===== src/sv/ffpa_pkg.sv =====
// ----------------------------------------------------------------------------
// ffpa_pkg
// shared constants, codes and types of the first-fit pool allocator
// ----------------------------------------------------------------------------
package ffpa_pkg;

    localparam int POOL_BYTES = 4096;
    localparam int GRAN_BYTES = 8;
    localparam int GRAN_SHIFT = 3;
    localparam int NGRAN      = POOL_BYTES / GRAN_BYTES;
    localparam int GIDX_W     = $clog2(NGRAN);
    localparam int WORD_W     = 32;
    localparam int BIT_W      = $clog2(WORD_W);
    localparam int NWORD      = NGRAN / WORD_W;
    localparam int WIDX_W     = $clog2(NWORD);
    localparam int CHUNK      = 8;
    localparam int CIDX_W     = $clog2(CHUNK);
    localparam int REQ_W      = 16;
    localparam int STAT_W     = 3;
    localparam int OFF_W      = 12;
    localparam int CNT_W      = 13;

    localparam logic [CNT_W-1:0] FREE_RESET = CNT_W'(NGRAN * GRAN_BYTES);

    typedef enum logic [STAT_W-1:0] {
        ST_OK       = 3'd0,
        ST_ZERO     = 3'd1,
        ST_NOSPACE  = 3'd2,
        ST_NOTSTART = 3'd3,
        ST_DOUBLE   = 3'd4
    } t_status;

    typedef enum logic [2:0] {
        K_ALLOC,
        K_FREE,
        K_ZERO,
        K_NOSPACE,
        K_BADOFF
    } t_kind;

    typedef struct packed {
        t_kind             kind;
        logic [GIDX_W:0]   n;
        logic [GIDX_W-1:0] g;
    } t_cmd;

    typedef struct packed {
        t_status          status;
        logic [OFF_W-1:0] block_offset;
        logic [CNT_W-1:0] block_bytes;
        logic [CNT_W-1:0] bytes_left;
    } t_rsp;

    typedef enum logic [2:0] {
        B_IDLE,
        B_SCAN,
        B_FSTART,
        B_FEND,
        B_FILL,
        B_EDGE_LO,
        B_EDGE_HI,
        B_DONE
    } t_bstate;

    // lowest set bit of a map word
    function automatic logic [BIT_W-1:0] first_set(input logic [WORD_W-1:0] w);
        logic [BIT_W-1:0] r;
        r = '0;
        for (int k = WORD_W - 1; k >= 0; k--) begin
            if (w[k]) begin
                r = BIT_W'(k);
            end
        end
        return r;
    endfunction

endpackage


===== src/sv/ffpa_if.sv =====
// ----------------------------------------------------------------------------
// ffpa request / response interfaces
// valid-ready channels of the pool allocator
// ----------------------------------------------------------------------------
interface ffpa_req_if;
    logic                         valid;
    logic                         ready;
    logic                         mode;
    logic [ffpa_pkg::REQ_W-1:0]   request_bytes;
    logic [ffpa_pkg::REQ_W-1:0]   free_offset;

    modport source (output valid, mode, request_bytes, free_offset, input ready);
    modport sink   (input valid, mode, request_bytes, free_offset, output ready);
endinterface

interface ffpa_rsp_if;
    logic                         valid;
    logic                         ready;
    logic [ffpa_pkg::STAT_W-1:0]  status;
    logic [ffpa_pkg::OFF_W-1:0]   block_offset;
    logic [ffpa_pkg::CNT_W-1:0]   block_bytes;
    logic [ffpa_pkg::CNT_W-1:0]   bytes_left;

    modport source (output valid, status, block_offset, block_bytes, bytes_left, input ready);
    modport sink   (input valid, status, block_offset, block_bytes, bytes_left, output ready);
endinterface


===== src/sv/ffpa_front.sv =====
// ----------------------------------------------------------------------------
// ffpa_front
// takes requests and sorts them into commands for the engine
// ----------------------------------------------------------------------------
module ffpa_front (
    ffpa_req_if.sink          i_req,
    input  logic              i_full,
    output logic              o_push,
    output ffpa_pkg::t_cmd    o_cmd
);

    logic [ffpa_pkg::REQ_W:0]                    w_sum;
    logic [ffpa_pkg::REQ_W-ffpa_pkg::GRAN_SHIFT:0] w_ngran;

    assign i_req.ready = !i_full;
    assign o_push      = i_req.valid && !i_full;

    // round up to whole granules
    assign w_sum   = {1'b0, i_req.request_bytes} + (ffpa_pkg::REQ_W+1)'(ffpa_pkg::GRAN_BYTES - 1);
    assign w_ngran = w_sum[ffpa_pkg::REQ_W:ffpa_pkg::GRAN_SHIFT];

    always_comb begin
        o_cmd.n = w_ngran[ffpa_pkg::GIDX_W:0];
        o_cmd.g = i_req.free_offset[ffpa_pkg::OFF_W-1:ffpa_pkg::GRAN_SHIFT];
        if (!i_req.mode) begin
            if (i_req.request_bytes == '0) begin
                o_cmd.kind = ffpa_pkg::K_ZERO;
            end else if (w_ngran > (ffpa_pkg::REQ_W-ffpa_pkg::GRAN_SHIFT+1)'(ffpa_pkg::NGRAN)) begin
                o_cmd.kind = ffpa_pkg::K_NOSPACE;
            end else begin
                o_cmd.kind = ffpa_pkg::K_ALLOC;
            end
        end else begin
            // beyond the pool or off a granule boundary
            if (i_req.free_offset[ffpa_pkg::REQ_W-1:ffpa_pkg::OFF_W] != '0 ||
                i_req.free_offset[ffpa_pkg::GRAN_SHIFT-1:0] != '0) begin
                o_cmd.kind = ffpa_pkg::K_BADOFF;
            end else begin
                o_cmd.kind = ffpa_pkg::K_FREE;
            end
        end
    end

endmodule


===== src/sv/ffpa_queue.sv =====
// ----------------------------------------------------------------------------
// ffpa_queue
// two-entry command queue between front and engine
// ----------------------------------------------------------------------------
module ffpa_queue (
    input  logic            i_clk,
    input  logic            i_rst_n,
    input  logic            i_push,
    input  ffpa_pkg::t_cmd  i_cmd,
    output logic            o_full,
    output logic            o_valid,
    input  logic            i_pop,
    output ffpa_pkg::t_cmd  o_cmd
);

    ffpa_pkg::t_cmd r_slot [2];
    logic           r_wp;
    logic           r_rp;
    logic [1:0]     r_cnt;
    logic [1:0]     n_cnt;

    assign o_full  = r_cnt[1];
    assign o_valid = r_cnt != 2'd0;
    assign o_cmd   = r_slot[r_rp];

    always_comb begin
        n_cnt = r_cnt;
        if (i_push && !i_pop) begin
            n_cnt = r_cnt + 2'd1;
        end else if (!i_push && i_pop) begin
            n_cnt = r_cnt - 2'd1;
        end
    end

    always_ff @(posedge i_clk) begin
        if (!i_rst_n) begin
            r_wp  <= 1'b0;
            r_rp  <= 1'b0;
            r_cnt <= 2'd0;
        end else begin
            r_cnt <= n_cnt;
            if (i_push) begin
                r_wp <= !r_wp;
            end
            if (i_pop) begin
                r_rp <= !r_rp;
            end
        end
    end

    always_ff @(posedge i_clk) begin
        if (i_push) begin
            r_slot[r_wp] <= i_cmd;
        end
    end

endmodule


===== src/sv/ffpa_back.sv =====
// ----------------------------------------------------------------------------
// ffpa_back
// allocation engine: first-fit scan, range fill and block edge upkeep
// ----------------------------------------------------------------------------
module ffpa_back (
    input  logic            i_clk,
    input  logic            i_rst_n,
    input  logic            i_cmd_valid,
    input  ffpa_pkg::t_cmd  i_cmd,
    output logic            o_cmd_pop,
    output logic            o_rsp_valid,
    input  logic            i_rsp_ready,
    output ffpa_pkg::t_rsp  o_rsp
);

    localparam int GW = ffpa_pkg::GIDX_W;
    localparam int WW = ffpa_pkg::WORD_W;
    localparam int BW = ffpa_pkg::BIT_W;
    localparam int XW = ffpa_pkg::WIDX_W;
    localparam int CW = ffpa_pkg::CNT_W;
    localparam int SH = ffpa_pkg::GRAN_SHIFT;

    ffpa_pkg::t_bstate r_state, n_state;
    ffpa_pkg::t_kind   r_kind, n_kind;
    ffpa_pkg::t_status r_status, n_status;
    logic [GW:0]       r_n, n_n;
    logic [GW:0]       r_pos, n_pos;
    logic [GW-1:0]     r_run_start, n_run_start;
    logic [GW:0]       r_run_len, n_run_len;
    logic [GW-1:0]     r_lo, n_lo;
    logic [GW:0]       r_hi, n_hi;
    logic [GW-1:0]     r_hi_last, n_hi_last;
    logic [XW-1:0]     r_wcur, n_wcur;
    logic [CW-1:0]     r_free, n_free;
    logic              r_out_valid, n_out_valid;
    ffpa_pkg::t_rsp    r_out, n_out;

    logic [WW-1:0]     r_amap [ffpa_pkg::NWORD];
    logic [WW-1:0]     r_smap [ffpa_pkg::NWORD];

    logic              w_awe, w_swe;
    logic [XW-1:0]     w_aidx, w_sidx;
    logic [WW-1:0]     w_adata, w_sdata;

    // scan of one chunk
    logic [GW-1:0]     v_start, v_fs, v_idx;
    logic [GW:0]       v_len;
    logic              v_found;
    logic [ffpa_pkg::CHUNK-1:0] v_chunk;
    logic              w_last_chunk;

    // end-of-block search
    logic [XW-1:0]     w_ew;
    logic [WW-1:0]     w_emask;
    logic              w_ehit;

    // fill mask and edge probes
    logic [WW-1:0]     w_fmask;
    logic [GW-1:0]     w_lo_m1;
    logic [GW:0]       w_span;
    logic              w_need_room;
    logic              w_out_free;

    assign w_span       = r_hi - {1'b0, r_lo};
    assign w_need_room  = {i_cmd.n, {SH{1'b0}}} > r_free;
    assign w_last_chunk = &r_pos[GW-1:ffpa_pkg::CIDX_W];
    assign w_lo_m1      = r_lo - GW'(1);
    assign w_out_free   = !r_out_valid || i_rsp_ready;

    always_comb begin
        v_start = r_run_start;
        v_len   = r_run_len;
        v_found = 1'b0;
        v_fs    = '0;
        v_idx   = '0;
        v_chunk = r_amap[r_pos[GW-1:BW]][{r_pos[BW-1:ffpa_pkg::CIDX_W], {ffpa_pkg::CIDX_W{1'b0}}}
                  +: ffpa_pkg::CHUNK];
        for (int j = 0; j < ffpa_pkg::CHUNK; j++) begin
            v_idx = {r_pos[GW-1:ffpa_pkg::CIDX_W], ffpa_pkg::CIDX_W'(j)};
            if (!v_found) begin
                if (v_chunk[j]) begin
                    v_len = '0;
                end else begin
                    if (v_len == '0) begin
                        v_start = v_idx;
                    end
                    v_len = v_len + (GW+1)'(1);
                    if (v_len == r_n) begin
                        v_found = 1'b1;
                        v_fs    = v_start;
                    end
                end
            end
        end
    end

    assign w_ew    = r_pos[GW-1:BW];
    assign w_emask = r_smap[w_ew] & ({WW{1'b1}} << r_pos[BW-1:0]);
    assign w_ehit  = |w_emask;

    always_comb begin
        for (int j = 0; j < WW; j++) begin
            w_fmask[j] = ({r_wcur, BW'(j)} >= r_lo) && ({r_wcur, BW'(j)} <= r_hi_last);
        end
    end

    // next state
    always_comb begin
        n_state = r_state;
        unique case (r_state)
            ffpa_pkg::B_IDLE: begin
                if (i_cmd_valid) begin
                    if (i_cmd.kind == ffpa_pkg::K_ALLOC) begin
                        n_state = w_need_room ? ffpa_pkg::B_DONE : ffpa_pkg::B_SCAN;
                    end else if (i_cmd.kind == ffpa_pkg::K_FREE) begin
                        n_state = ffpa_pkg::B_FSTART;
                    end else begin
                        n_state = ffpa_pkg::B_DONE;
                    end
                end
            end
            ffpa_pkg::B_SCAN: begin
                if (v_found) begin
                    n_state = ffpa_pkg::B_FILL;
                end else if (w_last_chunk) begin
                    n_state = ffpa_pkg::B_DONE;
                end
            end
            ffpa_pkg::B_FSTART: begin
                if (!r_smap[r_lo[GW-1:BW]][r_lo[BW-1:0]] ||
                    !r_amap[r_lo[GW-1:BW]][r_lo[BW-1:0]]) begin
                    n_state = ffpa_pkg::B_DONE;
                end else begin
                    n_state = ffpa_pkg::B_FEND;
                end
            end
            ffpa_pkg::B_FEND: begin
                if (r_pos[GW] || w_ehit || (&w_ew)) begin
                    n_state = ffpa_pkg::B_FILL;
                end
            end
            ffpa_pkg::B_FILL: begin
                if (r_wcur == r_hi_last[GW-1:BW]) begin
                    n_state = ffpa_pkg::B_EDGE_LO;
                end
            end
            ffpa_pkg::B_EDGE_LO: n_state = ffpa_pkg::B_EDGE_HI;
            ffpa_pkg::B_EDGE_HI: n_state = ffpa_pkg::B_DONE;
            ffpa_pkg::B_DONE: begin
                if (w_out_free) begin
                    n_state = ffpa_pkg::B_IDLE;
                end
            end
            default: n_state = ffpa_pkg::B_IDLE;
        endcase
    end

    // datapath and map writes
    always_comb begin
        n_kind      = r_kind;
        n_status    = r_status;
        n_n         = r_n;
        n_pos       = r_pos;
        n_run_start = r_run_start;
        n_run_len   = r_run_len;
        n_lo        = r_lo;
        n_hi        = r_hi;
        n_hi_last   = r_hi_last;
        n_wcur      = r_wcur;
        n_free      = r_free;
        n_out_valid = r_out_valid && !i_rsp_ready;
        n_out       = r_out;
        o_cmd_pop   = 1'b0;
        w_awe       = 1'b0;
        w_aidx      = r_wcur;
        w_adata     = r_amap[r_wcur];
        w_swe       = 1'b0;
        w_sidx      = r_lo[GW-1:BW];
        w_sdata     = r_smap[r_lo[GW-1:BW]];
        unique case (r_state)
            ffpa_pkg::B_IDLE: begin
                if (i_cmd_valid) begin
                    o_cmd_pop   = 1'b1;
                    n_kind      = i_cmd.kind;
                    n_n         = i_cmd.n;
                    n_lo        = i_cmd.g;
                    n_pos       = '0;
                    n_run_len   = '0;
                    n_run_start = '0;
                    case (i_cmd.kind)
                        ffpa_pkg::K_ZERO:    n_status = ffpa_pkg::ST_ZERO;
                        ffpa_pkg::K_NOSPACE: n_status = ffpa_pkg::ST_NOSPACE;
                        ffpa_pkg::K_BADOFF:  n_status = ffpa_pkg::ST_NOTSTART;
                        ffpa_pkg::K_ALLOC:
                            n_status = w_need_room ? ffpa_pkg::ST_NOSPACE : ffpa_pkg::ST_OK;
                        default:             n_status = ffpa_pkg::ST_OK;
                    endcase
                end
            end
            ffpa_pkg::B_SCAN: begin
                n_pos       = r_pos + (GW+1)'(ffpa_pkg::CHUNK);
                n_run_start = v_start;
                n_run_len   = v_len;
                if (v_found) begin
                    n_lo      = v_fs;
                    n_hi      = {1'b0, v_fs} + r_n;
                    n_hi_last = v_fs + r_n[GW-1:0] - GW'(1);
                    n_wcur    = v_fs[GW-1:BW];
                end else if (w_last_chunk) begin
                    n_status = ffpa_pkg::ST_NOSPACE;
                end
            end
            ffpa_pkg::B_FSTART: begin
                n_pos = {1'b0, r_lo} + (GW+1)'(1);
                if (!r_smap[r_lo[GW-1:BW]][r_lo[BW-1:0]]) begin
                    n_status = ffpa_pkg::ST_NOTSTART;
                end else if (!r_amap[r_lo[GW-1:BW]][r_lo[BW-1:0]]) begin
                    n_status = ffpa_pkg::ST_DOUBLE;
                end
            end
            ffpa_pkg::B_FEND: begin
                n_wcur = r_lo[GW-1:BW];
                if (r_pos[GW] || (!w_ehit && (&w_ew))) begin
                    n_hi      = (GW+1)'(ffpa_pkg::NGRAN);
                    n_hi_last = {GW{1'b1}};
                end else if (w_ehit) begin
                    n_hi      = {1'b0, w_ew, ffpa_pkg::first_set(w_emask)};
                    n_hi_last = {w_ew, ffpa_pkg::first_set(w_emask)} - GW'(1);
                end else begin
                    n_pos = {1'b0, w_ew + XW'(1), {BW{1'b0}}};
                end
            end
            ffpa_pkg::B_FILL: begin
                w_awe   = 1'b1;
                w_adata = (r_kind == ffpa_pkg::K_ALLOC) ? (r_amap[r_wcur] | w_fmask)
                                                        : (r_amap[r_wcur] & ~w_fmask);
                n_wcur  = r_wcur + XW'(1);
            end
            ffpa_pkg::B_EDGE_LO: begin
                if (r_kind == ffpa_pkg::K_ALLOC) begin
                    w_swe = 1'b1;
                    w_sdata[r_lo[BW-1:0]] = 1'b1;
                end else if (r_lo != '0 && !r_amap[w_lo_m1[GW-1:BW]][w_lo_m1[BW-1:0]]) begin
                    // merge with a free run below
                    w_swe = 1'b1;
                    w_sdata[r_lo[BW-1:0]] = 1'b0;
                end
            end
            ffpa_pkg::B_EDGE_HI: begin
                w_sidx  = r_hi[GW-1:BW];
                w_sdata = r_smap[r_hi[GW-1:BW]];
                if (!r_hi[GW] && !r_amap[r_hi[GW-1:BW]][r_hi[BW-1:0]]) begin
                    // split remainder on allocate, merge with free run above on free
                    w_swe = 1'b1;
                    w_sdata[r_hi[BW-1:0]] = (r_kind == ffpa_pkg::K_ALLOC);
                end
                if (r_kind == ffpa_pkg::K_ALLOC) begin
                    n_free = r_free - {w_span[CW-SH-1:0], {SH{1'b0}}};
                end else begin
                    n_free = r_free + {w_span[CW-SH-1:0], {SH{1'b0}}};
                end
            end
            ffpa_pkg::B_DONE: begin
                if (w_out_free) begin
                    n_out_valid = 1'b1;
                    n_out.status = r_status;
                    n_out.bytes_left = r_free;
                    if (r_status == ffpa_pkg::ST_OK) begin
                        n_out.block_offset = {r_lo, {SH{1'b0}}};
                        n_out.block_bytes  = {w_span[CW-SH-1:0], {SH{1'b0}}};
                    end else begin
                        n_out.block_offset = '0;
                        n_out.block_bytes  = '0;
                    end
                end
            end
            default: begin
                n_status = r_status;
            end
        endcase
    end

    always_ff @(posedge i_clk) begin
        if (!i_rst_n) begin
            r_state     <= ffpa_pkg::B_IDLE;
            r_out_valid <= 1'b0;
            r_free      <= ffpa_pkg::FREE_RESET;
            for (int k = 0; k < ffpa_pkg::NWORD; k++) begin
                r_amap[k] <= '0;
                r_smap[k] <= (k == 0) ? WW'(1) : '0;
            end
        end else begin
            r_state     <= n_state;
            r_out_valid <= n_out_valid;
            r_free      <= n_free;
            if (w_awe) begin
                r_amap[w_aidx] <= w_adata;
            end
            if (w_swe) begin
                r_smap[w_sidx] <= w_sdata;
            end
        end
    end

    always_ff @(posedge i_clk) begin
        r_kind      <= n_kind;
        r_status    <= n_status;
        r_n         <= n_n;
        r_pos       <= n_pos;
        r_run_start <= n_run_start;
        r_run_len   <= n_run_len;
        r_lo        <= n_lo;
        r_hi        <= n_hi;
        r_hi_last   <= n_hi_last;
        r_wcur      <= n_wcur;
        r_out       <= n_out;
    end

    assign o_rsp_valid = r_out_valid;
    assign o_rsp       = r_out;

endmodule


===== src/sv/first_fit_pool_allocator_unit.sv =====
// ----------------------------------------------------------------------------
// first_fit_pool_allocator_unit
// first-fit allocator over a 4096-byte pool of 8-byte granules, with coalescing
// ----------------------------------------------------------------------------
//  channel   dir   carries
//  i_req     in    mode, request_bytes, free_offset
//  o_rsp     out   status, block_offset, block_bytes, bytes_left
//
//  allocate: first-fit scan (8 granules a cycle), fill of each map word covered
//  (1..16), edge upkeep; free: start check, end search, fill and edge upkeep
//  one item is in the engine at a time; two more wait in the command queue
//  reset is synchronous and leaves the whole pool as one free block at once
//  a stalled response holds the engine in its last state, not the queue
// ----------------------------------------------------------------------------
module first_fit_pool_allocator_unit (
    input  logic       i_clk,
    input  logic       i_rst_n,
    ffpa_req_if.sink   i_req,
    ffpa_rsp_if.source o_rsp
);

    logic           w_push, w_full, w_qvalid, w_pop;
    ffpa_pkg::t_cmd w_fcmd, w_qcmd;
    ffpa_pkg::t_rsp w_rsp;

    ffpa_front u_front (
        .i_req  (i_req),
        .i_full (w_full),
        .o_push (w_push),
        .o_cmd  (w_fcmd)
    );

    ffpa_queue u_queue (
        .i_clk   (i_clk),
        .i_rst_n (i_rst_n),
        .i_push  (w_push),
        .i_cmd   (w_fcmd),
        .o_full  (w_full),
        .o_valid (w_qvalid),
        .i_pop   (w_pop),
        .o_cmd   (w_qcmd)
    );

    ffpa_back u_back (
        .i_clk       (i_clk),
        .i_rst_n     (i_rst_n),
        .i_cmd_valid (w_qvalid),
        .i_cmd       (w_qcmd),
        .o_cmd_pop   (w_pop),
        .o_rsp_valid (o_rsp.valid),
        .i_rsp_ready (o_rsp.ready),
        .o_rsp       (w_rsp)
    );

    assign o_rsp.status       = w_rsp.status;
    assign o_rsp.block_offset = w_rsp.block_offset;
    assign o_rsp.block_bytes  = w_rsp.block_bytes;
    assign o_rsp.bytes_left   = w_rsp.bytes_left;

endmodule


===== src/flat_wrapper.sv =====
// flat-port wrapper written by rule: the top's interface ports become plain ports
module first_fit_pool_allocator_unit_flat 
  (i_clk, i_rst_n, i_req_valid, i_req_mode, i_req_request_bytes, i_req_free_offset, i_req_ready, o_rsp_valid, o_rsp_status, o_rsp_block_offset, o_rsp_block_bytes, o_rsp_bytes_left, o_rsp_ready);
  ffpa_req_if i_req_i ();
  ffpa_rsp_if o_rsp_i ();
  input  logic i_clk;
  input  logic i_rst_n;
  input wire logic [$bits(i_req_i.valid)-1:0] i_req_valid;
  input wire logic [$bits(i_req_i.mode)-1:0] i_req_mode;
  input wire logic [$bits(i_req_i.request_bytes)-1:0] i_req_request_bytes;
  input wire logic [$bits(i_req_i.free_offset)-1:0] i_req_free_offset;
  output wire logic [$bits(i_req_i.ready)-1:0] i_req_ready;
  output wire logic [$bits(o_rsp_i.valid)-1:0] o_rsp_valid;
  output wire logic [$bits(o_rsp_i.status)-1:0] o_rsp_status;
  output wire logic [$bits(o_rsp_i.block_offset)-1:0] o_rsp_block_offset;
  output wire logic [$bits(o_rsp_i.block_bytes)-1:0] o_rsp_block_bytes;
  output wire logic [$bits(o_rsp_i.bytes_left)-1:0] o_rsp_bytes_left;
  input wire logic [$bits(o_rsp_i.ready)-1:0] o_rsp_ready;
  assign i_req_i.valid = i_req_valid;
  assign i_req_i.mode = i_req_mode;
  assign i_req_i.request_bytes = i_req_request_bytes;
  assign i_req_i.free_offset = i_req_free_offset;
  assign i_req_ready = i_req_i.ready;
  assign o_rsp_valid = o_rsp_i.valid;
  assign o_rsp_status = o_rsp_i.status;
  assign o_rsp_block_offset = o_rsp_i.block_offset;
  assign o_rsp_block_bytes = o_rsp_i.block_bytes;
  assign o_rsp_bytes_left = o_rsp_i.bytes_left;
  assign o_rsp_i.ready = o_rsp_ready;
  first_fit_pool_allocator_unit u_core (.i_clk(i_clk), .i_rst_n(i_rst_n), .i_req(i_req_i), .o_rsp(o_rsp_i));
endmodule

===== config.mk =====
export PLATFORM = sky130hd
export DESIGN_NAME = first_fit_pool_allocator_unit_flat
export DESIGN_NICKNAME = d
export VERILOG_FILES = /design/src/sv/ffpa_pkg.sv /design/src/sv/ffpa_if.sv /design/src/sv/ffpa_front.sv /design/src/sv/ffpa_queue.sv /design/src/sv/ffpa_back.sv /design/src/sv/first_fit_pool_allocator_unit.sv /design/src/flat_wrapper.sv
export SDC_FILE = /design/constraint.sdc
export NUM_CORES = 2
export LEC_CHECK = 0
export ABC_AREA = 0
export BUFFER_PORTS_ARGS = -buffer_cell sky130_fd_sc_hd__buf_4
export CORE_MARGIN = 10
export CORE_UTILIZATION = 55
export DETAILED_ROUTE_END_ITERATION = 8
export MAX_ROUTING_LAYER = met4
export PLACE_DENSITY = 0.68
export SLEW_MARGIN = 20
export SYNTH_ARGS = -nofsm -noshare
export SYNTH_HDL_FRONTEND = slang
export SYNTH_SLANG_ARGS = --single-unit

===== constraint.sdc =====
create_clock -name i_clk -period 14.7 [get_ports i_clk]
set_clock_uncertainty 0.05 [all_clocks]
set_input_delay 0.735 -clock i_clk [delete_from_list [all_inputs] [get_ports i_clk]]
set_output_delay 0.735 -clock i_clk [all_outputs]
set_load 0.05 [all_outputs]

==> run_results.csv <==
group,metric,value,unit
outcome,status,"completed",
global_routing,grt_remaining_overflow,0,
clock_tree,cts_buffers,142,
timing,hold_violations,0,
pwr,switching_share,0.479,
clock_tree,clock_path_buffers,3,
timing,finalWorstSetupSlack,0.550,ns
placed_design,post-place-ws,0.240,ns
route,ant_nets,0,
synthesis,async_reset_ff_frac,0,
critical_path,arrival,14.63,ns
clock_tree,tritoncts,"done",
critical_path,r2r_slack,0.55,ns
synthesis,synth_top_area_share,0.393,
hold_path,worst_hold_startpoint,"i_req_free_offset[5]",
timing,hold_ws,0.0511,ns
critical_path,worst_r2r_path_depth,55,
critical_path,crit_fanout,121,
synthesis,ys.flop_type,"edfxtp_1",
cells_and_area,final_cells,8981,
synthesis,synth_seq_area_share,0.401,
cells_and_area,synthToLayoutAreaGrowth,9.00,%
clock_tree,clock_latency,0.84,ns
global_routing,grt_pass1_vias,67325,
pwr,p_sw,11.0,mW
route,drtPass1Iterations,7,
timing,period_share,0.963,
pwr,power.internal,11.9,mW
timing,final_max_slew_viol_count,0,
cells_and_area,utilization,0.603,
global_routing,grt_usage,0.385,
global_routing,grt_pass1_wl,489000,um
critical_path,critPathKind,"flip-flop to flip-flop",
synthesis,synth.area.top_cells,"edfxtp_1 (39%), mux4_2 (33%), and2_1 (3.7%)",
pwr,leakage,33.3,nW
route,wirelength,343000,um
synthesis,yosysMostFrequentCell,"mux4_2",
pwr,irDropWorstVdd,0.000249,V
synthesis,synthTopCellsByCount,"mux4_2 (1,299), edfxtp_1 (1,177), nor2_1 (780), and2_1 (527), clkbuf_1 (477)",
synthesis,ys_warn_count,0,
synthesis,synth-seq-cells,1212,
floorplanning,core_area,163000,um2
critical_path,cpPeakStageDelay,0.62,ns
critical_path,cp.required,15.18,ns
route,vias,70220,
synthesis,yosysUniqueCellTypes,132,
critical_path,end_kind,"flip-flop",
floorplanning,pin_count,80,
pwr,power.density,234,nW/um2
route,via_per_inst,7.82,
timing,fmax,0.0707,GHz
route,wire_per_inst,38.2,um
critical_path,r2r_end,"u_core.u_back.r_hi_last[8]$_DFFE_PP_",
route,drt-initial-drc-count,12975,
synthesis,synth_edf_count,1177,
clock_tree,path_clk_slew,0.06,ns
pwr,clkPwrFrac,0.151,
floorplanning,die_y,424,um
clock_tree,cts.sinks,1212,
hold_path,hold_path_depth,1,
placed_design,gp_congestion,0.978,
clock_tree,cts_root_buf,"clkbuf_16",
timing,setup_viol,0,
cells_and_area,drive_gt1_frac,0.310,
pwr,p_comb_frac,0.639,
placed_design,dp_cells,8668,
timing,worstMarginPinSlew,1.31,ns
floorplanning,rows,148,
global_routing,antenna_found_initial,20,
synthesis,synth_area,89900,um2
placed_design,dp_hpwl,203000,um
cells_and_area,final_nets,6808,
floorplanning,die_w,424,um
timing,period_needed,14.15,ns
hold_path,min_to,"u_core.u_queue.r_slot[0][2]$_DFFE_PP_",
hold_path,hold_class,"input pin to flip-flop",
pwr,seqPwrFrac,0.210,
route,drc,0,
placed_design,numPortBuffers,70,
clock_tree,ctsHtreeMaxLevel,4,
job,maxCapViolCount,0,
timing,relSlewSlack,0.124,
global_routing,grt_max_degree,129,
clock_tree,cts_hold_buf,0,
floorplanning,initial_utilization,0.553,
synthesis,synth_top_area_cell,"edfxtp_1",
pwr,power,22.9,mW
critical_path,startpoint_type,"flip-flop",
critical_path,critPathSlowestCell,"buf_4",
synthesis,syn_area_per_cell,13.2,um2
cells_and_area,fill_cells,12562,
synthesis,synthCells,6821,
floorplanning,die-area,180000,um2
how the worst max path moves through the flow:
stage                         start                                   end  slack [ns]  cells after the start
final                     flip-flop  u_core.u_back.r_hi_last[8]$_DFFE_PP_        0.55                     55
after detailed placement  flip-flop  u_core.u_back.r_hi_last[8]$_DFFE_PP_        0.24                     64
after floorplan           flip-flop  u_core.u_back.r_hi_last[8]$_DFFE_PP_        1.30                     68
after global routing      flip-flop  u_core.u_back.r_hi_last[8]$_DFFE_PP_       -0.13                     66
after global placement    flip-flop  u_core.u_back.r_hi_last[8]$_DFFE_PP_        0.43                     62
after CTS                 flip-flop  u_core.u_back.r_hi_last[8]$_DFFE_PP_        0.15                     64
registers in the layout, summed over array words and instances (netlist names), 10 cells and up, named ones only:
register / count
u_core.u_queue.r_slot: 44
u_core.u_back.r_amap: 512
u_core.u_back.r_free: 10
u_core.u_back.r_hi: 10
u_core.u_back.r_smap: 512
u_core.u_back.r_run_len: 10
u_core.u_back.o_rsp: 32
u_core.u_back.r_pos: 10
u_core.u_back.r_n: 10
cell usage in the layout (no fill, tap or decap), types with 33 or more instances in the layout:
cell type  synthesis  routed
nand3_1          136     134
mux4_2          1299    1299
and3_1            56      56
buf_4             20     328
mux2_2            33      33
a21o_1            35      35
mux2i_1          110      93
a31oi_1           55      48
ha_1              94      93
and2_1           527     526
inv_1            121     120
nand4_1           34      34
xor2_1            38      38
nor2_1           780     768
clkinv_1           9      39
o21ai_0          168     152
xnor2_1          120     116
nor3_1           130     126
a21oi_1          200     198
nand2_1          338     305
edfxtp_1        1177    1177
nor2b_1           40      35
nor4_1            36      34
a211oi_1          38      37
clkbuf_1         477      40
clkbuf_16          0     145
o211ai_1          50      50
logic make-up after synthesis:
logic type,Yosys count,share of synthesized area
AND/OR/NAND/NOR,2240,0.124
multiplexers,1452,0.343
flip-flops,1212,0.401
AO/OA/AOI/OAI,870,0.0667
buffers and inverters,786,0.0350
XOR/XNOR,162,0.0163
adder cells (fa/ha/maj),98,0.0140
other,1,0.0000417
power groups by stage:
| stage | registers (mW) | logic (mW) | clock network (mW) |
|---|---|---|---|
| 3_3_place_gp | 4.86 | 13.8 | 0 |
| 2_1_floorplan | 4.40 | 10.1 | 0 |
| 6_report | 4.82 | 14.6 | 3.46 |
| 3_5_place_dp | 4.88 | 13.9 | 0 |
| 5_1_grt | 4.85 | 15.3 | 3.59 |
| 4_1_cts | 4.81 | 14.0 | 3.45 |
metrics by stage:
stage | TNS [ns] | cell area (um2)
2_1_floorplan | 0 | 89900
3_3_place_gp | 0 | 93000
3_5_place_dp | 0 | 93100
4_1_cts | 0 | 97500
5_1_grt | -0.198 | 98000
6_report | 0 | 98000
routing by layer:
layer / track usage / up-vias / routed length [um]
li1: - / 26988 / -
met2: 0.542 / 6737 / 150000
met4: 0.233 / 0 / 26200
met3: 0.149 / 1609 / 55500
met1: 0.470 / 34886 / 112000
met5: - / - / 0
repair_timing:
| item | 4_1_cts | 5_1_grt |
|---|---|---|
| endpoints found under the setup margin | 0 | 38 |
| buffers inserted | 0 | 23 |
| hold endpoints to repair | 0 | 0 |
| resized for setup | 0 | 25 |
cell type report:
type | instances | area (um2) | share of cell area
multi-input cells | 4832 | 51500 | 0.525
flip-flops and latches | 1212 | 36100 | 0.368
clock buffers | 188 | 3820 | 0.0390
repair buffers | 347 | 2730 | 0.0279
well taps | 2175 | 2720 | 0.0278
clock inverters | 70 | 566 | 0.00577
inverters | 138 | 518 | 0.00529
diodes | 19 | 47.5 | 0.000485
critical path, delay by kind of cell, from the launching register on:
family	cells	cell delay [ns]
muxes	2	0.88
and+or+nand+nor	10	2.85
adders and majority gates	5	1.46
DFF	1	0.50
xor gates and xnor gates	1	0.14
buffers and inverters	12	2.83
AOI/OAI and AO/OA	25	4.78
No activity file was read; power rests on OpenSTA's default activity.
